$ cat src/sv/u8dec_pkg.sv
// ---------------------------------------------------------------------------
// u8dec_pkg: shared types and constants of the UTF-8 stream decoder
// Byte classes, result status codes and the queue entry passed from the
// front (classifier) to the back (sequence decoder).
// ---------------------------------------------------------------------------
`default_nettype none

package u8dec_pkg;

   localparam int BYTE_W        = 8;
   localparam int CP_W          = 31;
   localparam int LEN_W         = 3;
   localparam int STATUS_W      = 2;
   localparam int MAX_SEQ_BYTES = 6;   // longest sequence taken, 4..6
   localparam int QUEUE_DEPTH   = 2;

   typedef enum logic [1:0] {
      CLS_ASCII    = 2'd0,
      CLS_CONT     = 2'd1,
      CLS_LEAD     = 2'd2,
      CLS_BAD_LEAD = 2'd3
   } cls_type;

   typedef enum logic [STATUS_W-1:0] {
      STATUS_OK       = 2'd0,
      STATUS_STRAY    = 2'd1,
      STATUS_BAD_LEAD = 2'd2,
      STATUS_BAD_CONT = 2'd3
   } status_type;

   typedef struct packed {
      logic [BYTE_W-1:0] data;
      cls_type           cls;
      logic [LEN_W-1:0]  lead_len;   // sequence length announced by a lead
   } entry_type;

endpackage

`default_nettype wire

$ cat src/sv/u8dec_front.sv
// ---------------------------------------------------------------------------
// u8dec_front: byte classifier
// Accepts raw bytes and tags each one as ASCII, continuation, valid lead
// (with its announced length) or invalid lead before it enters the queue.
// ---------------------------------------------------------------------------
`default_nettype none

module u8dec_front (
   input  wire logic                           req_valid,
   output logic                                req_ready,
   input  wire logic [u8dec_pkg::BYTE_W-1:0]   req_byte_in,
   output logic                                push_valid,
   output u8dec_pkg::entry_type                push_entry,
   input  wire logic                           push_ready
);

   u8dec_pkg::cls_type             cls;
   logic [u8dec_pkg::LEN_W-1:0]    len;

   always_comb begin
      cls = u8dec_pkg::CLS_LEAD;
      len = '0;
      case (req_byte_in) inside
         [8'h00:8'h7F]: cls = u8dec_pkg::CLS_ASCII;
         [8'h80:8'hBF]: cls = u8dec_pkg::CLS_CONT;
         [8'hC0:8'hDF]: len = 3'd2;
         [8'hE0:8'hEF]: len = 3'd3;
         [8'hF0:8'hF7]: len = 3'd4;
         [8'hF8:8'hFB]: len = 3'd5;
         [8'hFC:8'hFD]: len = 3'd6;
         default:       cls = u8dec_pkg::CLS_BAD_LEAD;
      endcase
      // demote leads longer than the supported maximum
      if (cls == u8dec_pkg::CLS_LEAD && len > u8dec_pkg::LEN_W'(u8dec_pkg::MAX_SEQ_BYTES)) begin
         cls = u8dec_pkg::CLS_BAD_LEAD;
      end
   end

   assign push_entry.data     = req_byte_in;
   assign push_entry.cls      = cls;
   assign push_entry.lead_len = len;
   assign push_valid          = req_valid;
   assign req_ready           = push_ready;

endmodule

`default_nettype wire

$ cat src/sv/u8dec_queue.sv
// ---------------------------------------------------------------------------
// u8dec_queue: short queue between classifier and decoder
// Register-based FIFO of classified bytes; push and pop in the same cycle.
// ---------------------------------------------------------------------------
`default_nettype none

module u8dec_queue #(
   parameter int DEPTH = u8dec_pkg::QUEUE_DEPTH
) (
   input  wire logic                  clock,
   input  wire logic                  reset,
   input  wire logic                  push_valid,
   input  wire u8dec_pkg::entry_type  push_entry,
   output logic                       push_ready,
   output logic                       pop_valid,
   output u8dec_pkg::entry_type       pop_entry,
   input  wire logic                  pop_ready
);

   localparam int PW = $clog2(DEPTH);
   localparam int CW = $clog2(DEPTH + 1);

   u8dec_pkg::entry_type  mem_ff [DEPTH];
   logic [PW-1:0]         wr_ptr_ff, wr_ptr_in;
   logic [PW-1:0]         rd_ptr_ff, rd_ptr_in;
   logic [CW-1:0]         count_ff,  count_in;
   logic                  do_push, do_pop;

   assign push_ready = (count_ff != CW'(DEPTH));
   assign pop_valid  = (count_ff != '0);
   assign pop_entry  = mem_ff[rd_ptr_ff];
   assign do_push    = push_valid && push_ready;
   assign do_pop     = pop_valid && pop_ready;

   always_comb begin
      wr_ptr_in = wr_ptr_ff;
      rd_ptr_in = rd_ptr_ff;
      count_in  = count_ff;
      if (do_push) begin
         wr_ptr_in = (wr_ptr_ff == PW'(DEPTH - 1)) ? '0 : wr_ptr_ff + 1'b1;
      end
      if (do_pop) begin
         rd_ptr_in = (rd_ptr_ff == PW'(DEPTH - 1)) ? '0 : rd_ptr_ff + 1'b1;
      end
      if (do_push && !do_pop) begin
         count_in = count_ff + 1'b1;
      end else if (do_pop && !do_push) begin
         count_in = count_ff - 1'b1;
      end
   end

   always_ff @(posedge clock) begin
      if (reset) begin
         wr_ptr_ff <= '0;
         rd_ptr_ff <= '0;
         count_ff  <= '0;
      end else begin
         wr_ptr_ff <= wr_ptr_in;
         rd_ptr_ff <= rd_ptr_in;
         count_ff  <= count_in;
      end
   end

   always_ff @(posedge clock) begin
      if (do_push) begin
         mem_ff[wr_ptr_ff] <= push_entry;
      end
   end

endmodule

`default_nettype wire

$ cat src/sv/u8dec_back.sv
// ---------------------------------------------------------------------------
// u8dec_back: sequence decoder
// Folds classified bytes into the partial code point and loads the result
// register when a sequence completes or an error is found.
// ---------------------------------------------------------------------------
`default_nettype none

module u8dec_back (
   input  wire logic                              clock,
   input  wire logic                              reset,
   input  wire logic                              pop_valid,
   input  wire u8dec_pkg::entry_type              pop_entry,
   output logic                                   pop_ready,
   output logic                                   rsp_valid,
   input  wire logic                              rsp_ready,
   output logic [u8dec_pkg::CP_W-1:0]             rsp_code_point,
   output logic [u8dec_pkg::LEN_W-1:0]            rsp_seq_length,
   output logic [u8dec_pkg::STATUS_W-1:0]         rsp_status
);

   logic [u8dec_pkg::CP_W-1:0]   partial_ff, partial_in;
   logic [u8dec_pkg::LEN_W-1:0]  remain_ff,  remain_in;
   logic [u8dec_pkg::LEN_W-1:0]  seqlen_ff,  seqlen_in;

   logic                         out_valid_ff, out_valid_in;
   logic [u8dec_pkg::CP_W-1:0]   out_cp_ff,    out_cp_in;
   logic [u8dec_pkg::LEN_W-1:0]  out_len_ff,   out_len_in;
   u8dec_pkg::status_type        out_st_ff,    out_st_in;

   logic                         take;
   logic                         emit;
   logic [u8dec_pkg::CP_W-1:0]   emit_cp;
   logic [u8dec_pkg::LEN_W-1:0]  emit_len;
   u8dec_pkg::status_type        emit_st;
   logic [u8dec_pkg::CP_W-1:0]   shifted;
   logic [u8dec_pkg::BYTE_W-1:0] lead_mask;

   // advance whenever the result register is free or being drained
   assign pop_ready = !out_valid_ff || rsp_ready;
   assign take      = pop_valid && pop_ready;

   assign shifted   = {partial_ff[u8dec_pkg::CP_W-7:0], pop_entry.data[5:0]};
   assign lead_mask = 8'h7F >> pop_entry.lead_len;

   always_comb begin
      partial_in = partial_ff;
      remain_in  = remain_ff;
      seqlen_in  = seqlen_ff;
      emit       = 1'b0;
      emit_cp    = '0;
      emit_len   = 3'd1;
      emit_st    = u8dec_pkg::STATUS_OK;
      if (take) begin
         if (remain_ff == '0) begin
            case (pop_entry.cls)
               u8dec_pkg::CLS_ASCII: begin
                  emit    = 1'b1;
                  emit_cp = u8dec_pkg::CP_W'(pop_entry.data);
               end
               u8dec_pkg::CLS_CONT: begin
                  emit    = 1'b1;
                  emit_st = u8dec_pkg::STATUS_STRAY;
               end
               u8dec_pkg::CLS_LEAD: begin
                  partial_in = u8dec_pkg::CP_W'(pop_entry.data & lead_mask);
                  seqlen_in  = pop_entry.lead_len;
                  remain_in  = pop_entry.lead_len - 1'b1;
               end
               default: begin
                  emit    = 1'b1;
                  emit_st = u8dec_pkg::STATUS_BAD_LEAD;
               end
            endcase
         end else if (pop_entry.cls != u8dec_pkg::CLS_CONT) begin
            // drop the sequence, the offending byte is consumed
            emit       = 1'b1;
            emit_st    = u8dec_pkg::STATUS_BAD_CONT;
            emit_len   = seqlen_ff - remain_ff + 1'b1;
            partial_in = '0;
            remain_in  = '0;
            seqlen_in  = '0;
         end else if (remain_ff == 3'd1) begin
            emit       = 1'b1;
            emit_cp    = shifted;
            emit_len   = seqlen_ff;
            partial_in = '0;
            remain_in  = '0;
            seqlen_in  = '0;
         end else begin
            partial_in = shifted;
            remain_in  = remain_ff - 1'b1;
         end
      end
   end

   always_comb begin
      out_valid_in = out_valid_ff && !rsp_ready;
      out_cp_in    = out_cp_ff;
      out_len_in   = out_len_ff;
      out_st_in    = out_st_ff;
      if (emit) begin
         out_valid_in = 1'b1;
         out_cp_in    = emit_cp;
         out_len_in   = emit_len;
         out_st_in    = emit_st;
      end
   end

   always_ff @(posedge clock) begin
      if (reset) begin
         partial_ff   <= '0;
         remain_ff    <= '0;
         seqlen_ff    <= '0;
         out_valid_ff <= 1'b0;
      end else begin
         partial_ff   <= partial_in;
         remain_ff    <= remain_in;
         seqlen_ff    <= seqlen_in;
         out_valid_ff <= out_valid_in;
      end
   end

   always_ff @(posedge clock) begin
      out_cp_ff  <= out_cp_in;
      out_len_ff <= out_len_in;
      out_st_ff  <= out_st_in;
   end

   assign rsp_valid      = out_valid_ff;
   assign rsp_code_point = out_cp_ff;
   assign rsp_seq_length = out_len_ff;
   assign rsp_status     = out_st_ff;

endmodule

`default_nettype wire

$ cat src/sv/utf8_stream_decoder_top.sv
// Path: a byte is queued first, then any result it ends is registered.
// Throughput: one byte per cycle, sustained while the result side takes beats.
// The decoder state and the result register set the pace of one byte a cycle.
// Reset (synchronous): empties the queue, drops any pending result and
// returns the decoder to idle; no clearing pass, bytes are taken right after.
// ---------------------------------------------------------------------------
// utf8_stream_decoder_top: extended UTF-8 stream decoder
// Classifier front, short queue, and sequence decoder back with a result
// register; one result per completed sequence or error.
// ---------------------------------------------------------------------------
`default_nettype none

module utf8_stream_decoder_top #(
   parameter int QUEUE_DEPTH = u8dec_pkg::QUEUE_DEPTH
) (
   input  wire logic                              clock,
   input  wire logic                              reset,
   input  wire logic                              req_valid,
   output logic                                   req_ready,
   input  wire logic [u8dec_pkg::BYTE_W-1:0]      req_byte_in,
   output logic                                   rsp_valid,
   input  wire logic                              rsp_ready,
   output logic [u8dec_pkg::CP_W-1:0]             rsp_code_point,
   output logic [u8dec_pkg::LEN_W-1:0]            rsp_seq_length,
   output logic [u8dec_pkg::STATUS_W-1:0]         rsp_status
);

   logic                  push_valid, push_ready;
   u8dec_pkg::entry_type  push_entry;
   logic                  pop_valid, pop_ready;
   u8dec_pkg::entry_type  pop_entry;

   u8dec_front u_front (
      .req_valid   (req_valid),
      .req_ready   (req_ready),
      .req_byte_in (req_byte_in),
      .push_valid  (push_valid),
      .push_entry  (push_entry),
      .push_ready  (push_ready)
   );

   u8dec_queue #(
      .DEPTH (QUEUE_DEPTH)
   ) u_queue (
      .clock      (clock),
      .reset      (reset),
      .push_valid (push_valid),
      .push_entry (push_entry),
      .push_ready (push_ready),
      .pop_valid  (pop_valid),
      .pop_entry  (pop_entry),
      .pop_ready  (pop_ready)
   );

   u8dec_back u_back (
      .clock          (clock),
      .reset          (reset),
      .pop_valid      (pop_valid),
      .pop_entry      (pop_entry),
      .pop_ready      (pop_ready),
      .rsp_valid      (rsp_valid),
      .rsp_ready      (rsp_ready),
      .rsp_code_point (rsp_code_point),
      .rsp_seq_length (rsp_seq_length),
      .rsp_status     (rsp_status)
   );

endmodule

`default_nettype wire

$ cat config.mk
export PLATFORM = sky130hd
export DESIGN_NAME = utf8_stream_decoder_top
export DESIGN_NICKNAME = d
export VERILOG_FILES = /design/src/sv/u8dec_pkg.sv /design/src/sv/u8dec_front.sv /design/src/sv/u8dec_queue.sv /design/src/sv/u8dec_back.sv /design/src/sv/utf8_stream_decoder_top.sv
export SDC_FILE = /design/constraint.sdc
export NUM_CORES = 1
export LEC_CHECK = 0
export ABC_AREA = 1
export BUFFER_PORTS_ARGS = -buffer_cell sky130_fd_sc_hd__buf_2
export CAP_MARGIN = 40
export CORE_ASPECT_RATIO = 1.2
export CORE_MARGIN = 2
export CORE_UTILIZATION = 58
export DETAILED_ROUTE_END_ITERATION = 6
export HOLD_SLACK_MARGIN = 0.02
export PLACE_DENSITY = 0.79
export SLEW_MARGIN = 20
export SYNTH_ARGS = -nofsm -noshare
export SYNTH_HDL_FRONTEND = slang
export SYNTH_SLANG_ARGS = --single-unit
$ cat constraint.sdc
create_clock -name clock -period 2.8 [get_ports clock]
set_input_delay 0.42 -clock clock [delete_from_list [all_inputs] [get_ports clock]]
set_output_delay 0.42 -clock clock [all_outputs]
set_load 0.05 [all_outputs]
Yosys cells after proc, flatten, opt, wreduce, memory -nomap -nowiden. Memories as Yosys holds them, arrays and structs flattened. A register that Yosys moved wholly into a read port is not among the register bits. Cells that the tools add are included. Widths: inputs -> output; s select.

Order comparisons: 15. Multiplexer cells: 50. Shifts and indexed selects: 1. Eq/ne operators: 7. Add/sub/neg operators: 8. Reduce and logical (&&, ||, !) cells: 27. Bitwise operators: 2.

Operators by type and width (number): $mux 25 (4); $mux 31 (3); $mux 3 (17); $ge 8x8->1 const B (6); $le 8x8->1 const B (6); $mux 2 (9); $mux 1 (15); $logic_and 1x1->1 (13); $and 8x8->8 (1); $ge 8x1->1 const B (1); $le 8x7->1 const B (1); $mux 8 (1); $shr 7x3->8 const A (1); $sub 3x1->3 const B (2); $eq 2x2->1 const B (2); $logic_not 1->1 (4); $ne 2x2->1 const B (2); $pmux 2 s2 (1); $reduce_bool 2->1 (2); $reduce_or 2->1 (2); $add 3x1->3 const B (1); $eq 3x1->1 const B (1); $gt 3x3->1 const B (1); $logic_not 3->1 (1); other kinds (12) (13).

Bits in writable memories: 26. Output and inout port bits: 38. Input bits: 12. Memories kept: 1. Register bits: 72. Logic and storage cells: 121.

Memory list: u_queue.mem_ff (depth 2, width 13, rd ports 1, clocked after memory_dff 1, wr ports 1, line u8dec_queue.sv:23) `u8dec_pkg::entry_type mem_ff [DEPTH];`.

Logic depth before layout (Yosys ltp). Gate-level depths: netlist of the first run.

Depth after elaboration: 12. Gate-level depth with buffers: 13. Gate-level depth less buffers: 12.

By module. A second synthesis of the first run with hierarchy kept.

Cells, all modules: 447. Area total of the unflattened synthesis: 4506.8 sq um.

By module, submodules not included: u8dec_back (seq. area each 1721.7 sq um, times used 1, area an instance 3128.0 sq um, cells an instance 342); u8dec_queue (seq. area each 880.8 sq um, times used 1, area an instance 1219.9 sq um, cells an instance 77); u8dec_front (seq. area each 0.0 sq um, times used 1, area an instance 158.9 sq um, cells an instance 28).

Least setup slack after synthesis of the first run. No wires, ideal clock.

Kind: reg2reg. From: register u_back.remain_ff[0] (netlist name). To: register u_back.out_cp_ff, in the netlist u_back.rsp_code_point[0], enable pin. Setup slack: 493 ps. Setup time: 391 ps. Stages on the path, launching flop included: 9. Data required time: 2409 ps. Arrival: 1917 ps. Buffers on the path: 1. Clock period less this slack: 2307 ps. Cells stage by stage: dfxtp_1 > inv_1 > ha_1 > nand2_2 > inv_1 > buf_2 > nand2_1 > nand3_1 > inv_1.

Cells in the longest elaborated chain, start to end: 5. Elaborated cells between the ends (all ways): 6. Classes of those cells: eq/ne: 1; mux: 4; reduce/logical: 1.

RTL lines: start: declaration (line u8dec_back.sv:22) `logic [u8dec_pkg::LEN_W-1:0] remain_ff, remain_in;`; start signal: assignment (line u8dec_back.sv:117) `remain_ff <= remain_in;`; $eq 3x1->1 (line u8dec_back.sv:82) `end else if (remain_ff == 3'd1) begin`; $mux 1 (line u8dec_back.sv:82); $mux 1 (line u8dec_back.sv:74) `end else if (pop_entry.cls != u8dec_pkg::CLS_CONT) begin`; $mux 1 * (line u8dec_back.sv:54) `if (remain_ff == '0) begin`; $mux 1 * (line u8dec_back.sv:53) `if (take) begin`; net u_back.emit (line u8dec_back.sv:31) `logic emit;`; end signal: assignment (line u8dec_back.sv:124) `out_cp_ff <= out_cp_in;`; end: declaration (line u8dec_back.sv:26) `logic [u8dec_pkg::CP_W-1:0] out_cp_ff, out_cp_in;`.

Mark *: on every way through the listed nets, which the timed path passes. The rest lies on a longest branch. A chain may end at the register's enable or synchronous reset.

Final worst setup path of the first run.
From: register u_back.remain_ff[0] (netlist name). To: register u_back.out_cp_ff, in the netlist u_back.rsp_code_point[18], enable pin.

The elaborated chain is that of the path after synthesis.

==> results of run 1 <==
through the flow:
stage | cells | area (sq um)
2_1_floorplan | 452 | 4300
3_3_place_gp | 581 | 4610
3_5_place_dp | 581 | 4610
4_1_cts | 597 | 4830
5_1_grt | 597 | 4830
6_report | 597 | 4830
synthesized netlist by cell type (2+ instances only):
cell / n / area, sq um
nand3_2: 2 / 20.0
nand2_1: 88 / 330
nor3_1: 2 / 10.0
buf_2: 8 / 40.0
inv_1: 61 / 229
nor2_1: 59 / 221
buf_4: 4 / 30.0
a21oi_1: 38 / 190
dfxtp_1: 37 / 741
ha_1: 12 / 150
nand4_1: 3 / 18.8
nand2_2: 4 / 25.0
o21ai_1: 2 / 10.0
o21ai_0: 10 / 50.1
inv_2: 5 / 18.8
nand3_1: 32 / 160
or2_2: 3 / 18.8
clkbuf_1: 3 / 11.3
edfxtp_1: 62 / 1860
xnor2_1: 3 / 26.3
logic make-up after synthesis:
group	after synthesis	share of synthesized area, %
compound gates	56	7.21
xor+xnor	4	0.814
fa+ha+maj	12	3.49
buf+inv	82	7.91
flops	99	60.5
mux	1	0.233
simple gates	198	19.9
routing by layer:
| layer | vias to the layer above | part of all wire (%) |
|---|---|---|
| li1 | 1568 | - |
| met1 | 1459 | 41 |
| met2 | 74 | 52 |
| met3 | 21 | 3.6 |
| met4 | 0 | 3.4 |
| met5 | - | 0 |
sequential cells by signal (all words and copies together) (netlist names), named ones only:
name                   flops
u_back.seqlen_ff           3
u_queue.rd_ptr_ff          1
u_back.rsp_status          2
u_back.rsp_seq_length      3
u_back.partial_ff         25
u_queue.count_ff           2
u_queue.wr_ptr_ff          1
u_back.rsp_code_point     31
u_back.remain_ff           3
u_queue.mem_ff            26
u_back.rsp_valid           1
final cells by class:
cell class,instances,area [sq um]
clock buffer,11,131
clock inverter,5,85.1
fill,600,2400
inverter,66,248
multi-input combinational,271,1360
sequential,99,2600
tap,90,113
timing repair buffer,55,290
worst max path at each step:
stage / start / endpoint / cells after the start
after floorplan: u_back.remain_ff[0] / u_back.rsp_code_point[0] / 8
after global placement: u_back.remain_ff[0] / u_back.rsp_code_point[14] / 8
after detailed placement: u_back.remain_ff[0] / u_back.rsp_code_point[18] / 8
after CTS: u_back.remain_ff[0] / u_back.rsp_code_point[17] / 8
after global routing: u_back.remain_ff[0] / u_back.rsp_code_point[13] / 8
final: u_back.remain_ff[0] / u_back.rsp_code_point[18] / 8
==> impl_metrics.toml, run 1 <==
[outcome]
status = "completed"

[critical_path]
cpMostUsedCell = "inv_1"
path_buf_inv = 4
crit_chain = "inv_1, ha_1, nand2_2, inv_1, nand2_1, nand3_1, inv_1, buf_4"
crit_required_ns = 2.81
critPathKind = "reg2reg"
critPathCaptureType = "register"
arrival_ns = 2.33
rrSetupSlack_ns = 0.48
max_stage_delay_ns = 0.38
r2r_end = "u_back.rsp_code_point[18]"
cpMaxStageDelayCell = "dfxtp_1"
path_delay_family = "buffers and inverters"
startpoint_type = "register"
r2r_start = "u_back.remain_ff[0]"
crit_path_max_fanout = 36
reg2reg_depth = 8

[global_route]
grt_pass1_wl_mm = 13.2
gr-usage-met2_pct = 36.3
grtUsageMet3_pct = 3.05
grt_max_degree = 37
grt_busiest_layer = "met2"
grtUsageMet1_pct = 25.6
gr-total-overflow = 0
grt_use_total_pct = 21.3
antenna_found_initial = 0
grt_pass1_vias = 2888

[placement]
gp_congestion = 0.889
place_ws_ns = 0.493
hpwl_mm = 5.62
io_buffers = 49

[synthesis]
synthCells = 452
synth.avg_cell_area_sq_um = 9.52
synthFlopType = "edfxtp_1"
synth_async_sr_flop_share_pct = 0
syn_area_sq_um = 4300
syn_nets = 476
synth.distinct_cells = 34
ys_warn_count = 0
synth_seq_area_share_pct = 60.5
synth_seq_cells = 99
synth-edff-count = 62

[floorplan]
die_h_um = 98.4
initial_core_util_pct = 59.5
rows = 34
pin_count = 50
dieArea_sq_um = 8130
chipWidth_um = 82.6
core-area_sq_um = 7230

[clock_tree]
holdBufCountCts = 0
cts_tree = "built"
postCtsSetupBuffers = 0
clk_latency_ns = 0.36
cts-buffers-inserted = 9
cts_max_level = 3
cts_resized = 0
clk_pin_slew_ns = 0.09
cts_sinks = 99
cts_buffer_depth = 2
root_buffer = "clkbuf_8"

[layout]
layout-drive-gt1-share_pct = 17.2
antennaDiodeCount = 0
layout_commonest_cell = "nand2_1"
final_nets = 526
layout_common_cells = "88 x nand2_1, 62 x edfxtp_1, 61 x inv_1"
area_delta_synth_final_pct = 12.2
final_util_pct = 66.8

[detailed_routing]
firstDrtPassIters = 4
drt_iter0_drc = 134
viasPerCell = 5.23
drc = 0
ant_nets = 0
vias = 3122
wl_mm = 7.82
wl_per_cell_um = 13.1

[sta]
fmax_mhz = 432
fin_tns_setup_ns = 0
hold_viol_final = 0
rsz0062_at_grt = "no"
setup_viol = 0
relSlewSlack_pct = 64.2
drv_slew = 0
min_period_ns = 2.32
worst_clock_skew_ns = 0.0117
tightest_slew_ns = 0.537
whs_ns = 0.246
setup_ws_ns = 0.483
final.period_utilization_pct = 82.7

[hold_path]
min_to = "u_queue.mem_ff[1][5]"
min_path_type = "in2reg"
min_from = "req_byte_in[0]"
holdPathStages = 1

[job]
drv_cap = 0
Power of run 1 is not shown: default switching activity piles up to over one toggle a cycle in this logic, so the estimate is an artifact.
==> inputs of run 2 (changes only) <==
- clock period: 2.8 -> 2.15 ns (I/O delays scaled with it)
==> run 2 against run 1 <==
  * Global-route usage up 0.18 points
  * Fmax up 19%
  * First-iteration DRC count up 46%
  * Utilization up 0.36 points
  * Cell count up 0.67%
  * Critical path depth down 1
  * Non-clock buffer count up 4
  * Design area up 0.54%
  * Via count up 0.16%
==> impl_metrics.toml, run 2 (synthesis results as in run 1) <==
[clock_tree]
cts_resized = 0
cts-buffers-inserted = 9
cts_max_level = 3
cts_tree = "built"
clk_latency_ns = 0.36
cts_sinks = 99
postCtsSetupBuffers = 0
cts_buffer_depth = 2
holdBufCountCts = 0
clk_pin_slew_ns = 0.09
root_buffer = "clkbuf_8"

[global_route]
grt_pass1_vias = 2980
gr-total-overflow = 0
grt_pass1_wl_mm = 13.0
antenna_found_initial = 0
grt_use_total_pct = 21.5
grt_max_degree = 37

[layout]
layout_commonest_cell = "nand2_1"
final_util_pct = 67.2
antennaDiodeCount = 0
fillers = 601
layout-drive-gt1-share_pct = 18.2
final_nets = 530
layout_common_cells = "88 x nand2_1, 62 x edfxtp_1, 60 x inv_1"
largest_reg_flops = 31
area_delta_synth_final_pct = 12.8
fin_cells = 601

[sta]
tightest_slew_ns = 0.451
drv_slew = 0
min_period_ns = 1.94
fin_tns_setup_ns = 0
worst_clock_skew_ns = 0.0102
hold_viol_final = 0
final.period_utilization_pct = 90.3
fmax_mhz = 515
relSlewSlack_pct = 69.9
rsz0062_at_grt = "no"
setup_viol = 0

[outcome]
status = "completed"

[floorplan]
pin_count = 50
initial_core_util_pct = 59.5
core-area_sq_um = 7230
dieArea_sq_um = 8130
die_h_um = 98.4
chipWidth_um = 82.6
rows = 34

[placement]
io_buffers = 49
hpwl_mm = 5.83
gp_congestion = 0.962
dp_cells = 585

[critical_path]
crit_required_ns = 2.35
critPathCaptureType = "register"
arrival_ns = 2.14
startpoint_type = "register"
crit_path_max_fanout = 23
critPathKind = "reg2reg"

[detailed_routing]
wl_per_cell_um = 13.4
firstDrtPassIters = 7
vias = 3127
drt_iter0_drc = 196
ant_nets = 0
drc = 0
wl_mm = 8.03
viasPerCell = 5.20

[hold_path]
min_path_type = "in2reg"

[job]
drv_cap = 0
run 2: cell type report:
| class | count | area (sq um) | area share, % |
|---|---|---|---|
| Sequential cell | 99 | 2600 | 53.6 |
| Multi-Input combinational cell | 271 | 1360 | 28.0 |
| Timing Repair Buffer | 59 | 333 | 6.85 |
| Inverter | 66 | 251 | 5.18 |
| Clock buffer | 11 | 163 | 3.35 |
| Tap cell | 90 | 113 | 2.32 |
| Clock inverter | 5 | 32.5 | 0.670 |
run 2: worst paths after layout:
check / start / to / slack [ns] / cells past startpoint
setup / recovery: register / u_back.rsp_code_point[16] / 0.21 / 7
setup reg to reg: register / u_back.rsp_code_point[16] / 0.21 / 7
hold reg to reg: u_back.partial_ff[22] / u_back.partial_ff[22] / 0.47 / 2
hold / removal: req_byte_in[0] / u_queue.mem_ff[0][5] / 0.15 / 1
run 2: routing by layer:
| metal | track usage (%) | part of all wire (%) | routed length [um] | up-vias |
|---|---|---|---|---|
| met5 | 0 | 0 | 0 | - |
| met4 | 13.5 | 4.1 | 327 | 0 |
| met3 | 4.16 | 4.5 | 358 | 26 |
| met2 | 37.3 | 53 | 4270 | 94 |
| met1 | 23.3 | 38 | 3080 | 1439 |
| li1 | - | - | - | 1568 |
run 2: critical path, stage by stage (launching register included):
cell     delay, ns
dfxtp_1       0.43
inv_2         0.14
nand2_1       0.12
nand2_2       0.11
nor2_8        0.18
ha_1          0.19
nand3_2       0.37
nor2_1        0.24
run 2: per-stage QoR:
stage	setup slack [ns]	cell area (sq um)	hold slack, ns
5_1_grt	0.0312	4860	0.137
6_report	0.209	4860	0.147
2_1_floorplan	0.0155	4310	0.421
3_3_place_gp	0.301	4660	0.435
4_1_cts	0.190	4860	0.138
3_5_place_dp	0.207	4660	0.450
Power of run 2 is left out for the same reason.
==> inputs of run 3 (changes only) <==
- CORE_MARGIN: 2 -> 4
==> run 3 against run 2 <==
  * First-iteration DRC count is 16% lower
  * Die area is 9.1% higher
  * Critical endpoint is now u_back.rsp_code_point[24]
  * Highest routed layer unchanged
  * Sequential share of layout area is 0.18 points higher
  * Clock skew is 0.0088 ns higher
  * Utilization is 0.19 points lower
  * Worst hold slack worse by 0.0050 ns
  * Design area is 0.28% lower
  * Cell count is 0.33% higher
==> impl_metrics.toml, run 3 (synthesis results as in run 1) <==
[outcome]
status = "completed"

[sta]
min_period_ns = 2.01
hold_viol_final = 0
worst_clock_skew_ns = 0.0190
rsz0062_at_grt = "no"
tightest_slew_ns = 0.422
drv_slew = 0
fin_tns_setup_ns = 0
setup_viol = 0
relSlewSlack_pct = 71.8
final.period_utilization_pct = 93.6
fmax_mhz = 497

[floorplan]
dieArea_sq_um = 8870
core-area_sq_um = 7230
die_h_um = 102
pin_count = 50
initial_core_util_pct = 59.5
chipWidth_um = 86.6
rows = 34

[detailed_routing]
wl_mm = 8.24
ant_nets = 0
drc = 0
wl_per_cell_um = 13.7
viasPerCell = 5.18
firstDrtPassIters = 4
drt_iter0_drc = 165
vias = 3124

[job]
drv_cap = 0

[critical_path]
startpoint_type = "register"
arrival_ns = 2.05
crit_required_ns = 2.19
critPathKind = "reg2reg"
critPathCaptureType = "register"
crit_path_max_fanout = 25

[global_route]
grt_use_total_pct = 19.9
grt_max_degree = 30
grt_pass1_vias = 2977
grtUsageMet1_pct = 21.9
gr-usage-met2_pct = 36.2
grtUsageMet3_pct = 4.44
antenna_found_initial = 0
grt_pass1_wl_mm = 13.6
grt_busiest_layer = "met2"
gr-total-overflow = 0

[clock_tree]
cts_buffer_depth = 2
root_buffer = "clkbuf_8"
postCtsSetupBuffers = 0
cts_tree = "built"
clk_pin_slew_ns = 0.09
cts_max_level = 3
clk_latency_ns = 0.37
cts_sinks = 99
holdBufCountCts = 0
cts-buffers-inserted = 9

[layout]
layout_common_cells = "88 x nand2_1, 62 x edfxtp_1, 60 x inv_1"
regArea_sq_um = 2610
layout_commonest_cell = "nand2_1"
layout-drive-gt1-share_pct = 18.7
antennaDiodeCount = 0
area_delta_synth_final_pct = 12.5
multi_input_area_sq_um = 1370
fillers = 597
largest_reg_flops = 31
final_nets = 532

[placement]
hpwl_mm = 6.11
io_buffers = 49
gp_congestion = 0.960

[hold_path]
min_path_type = "in2reg"
[run 3: changes by cell type in the layout (fill, tap and decap cells not counted)]
cell	change
buf_4	+3
clkbuf_1	+2
clkinv_1	-2
clkinv_4	+2
buf_12	-1
clkbuf_16	-1
clkbuf_8	-1
clkinv_2	+1
dfxtp_1	-1
dfxtp_2	+1
inv_6	-1
nand3_2	-1
nand3_4	+1
[run 3: area by class of cell]
type                            count  share of cell area (%)
Sequential cell                    99                    53.8
Multi-Input combinational cell    271                    28.3
Timing Repair Buffer               61                    6.92
Inverter                           66                    5.19
Clock buffer                       11                    2.71
Tap cell                           90                    2.32
Clock inverter                      5                   0.801
[run 3: what timing repair did]
| action | in CTS | in global routing |
|---|---|---|
| endpoints found under the setup margin | 0 | 48 |
| hold endpoints to repair | 0 | 0 |
| gates resized for setup | 0 | 2 |
[run 3: worst paths after layout]
path	startpoint	to	slack, ns	cells past startpoint
worst max-delay path	u_back.remain_ff[0]	u_back.rsp_code_point[24]	0.14	8
worst min-delay path	req_byte_in[0]	u_queue.mem_ff[1][5]	0.14	1
worst max register to register	u_back.remain_ff[0]	u_back.rsp_code_point[24]	0.14	8
worst min register to register	u_queue.rd_ptr_ff	register	0.47	1
[run 3: worst max-delay path, cell delays in order, from the launching register on]
cell and delay [ns]:
dfxtp_1 0.39, inv_1 0.10, ha_1 0.23, nand2_2 0.16, inv_1 0.14, nand2_1 0.11, nand3_1 0.14, clkinvlp_4 0.11
buf_4 0.30
[run 3: stage by stage]
step	hold WS, ns	utilization, %	instance area [sq um]	std cells	setup slack [ns]
2_1_floorplan	0.421	-	4310	452	0.0155
3_3_place_gp	0.437	64.5	4660	587	0.227
3_5_place_dp	0.447	64.5	4660	587	0.0854
4_1_cts	0.132	66.9	4830	603	0.0679
5_1_grt	0.137	67.0	4840	603	0.0222
6_report	0.142	67.0	4840	603	0.137
[run 3: layer usage]
| metal | share of wire (%) | vias up |
|---|---|---|
| li1 | - | 1574 |
| met1 | 39 | 1456 |
| met2 | 54 | 71 |
| met3 | 4.2 | 23 |
| met4 | 3.1 | 0 |
| met5 | 0 | - |
Power of run 3 is left out for the same reason.
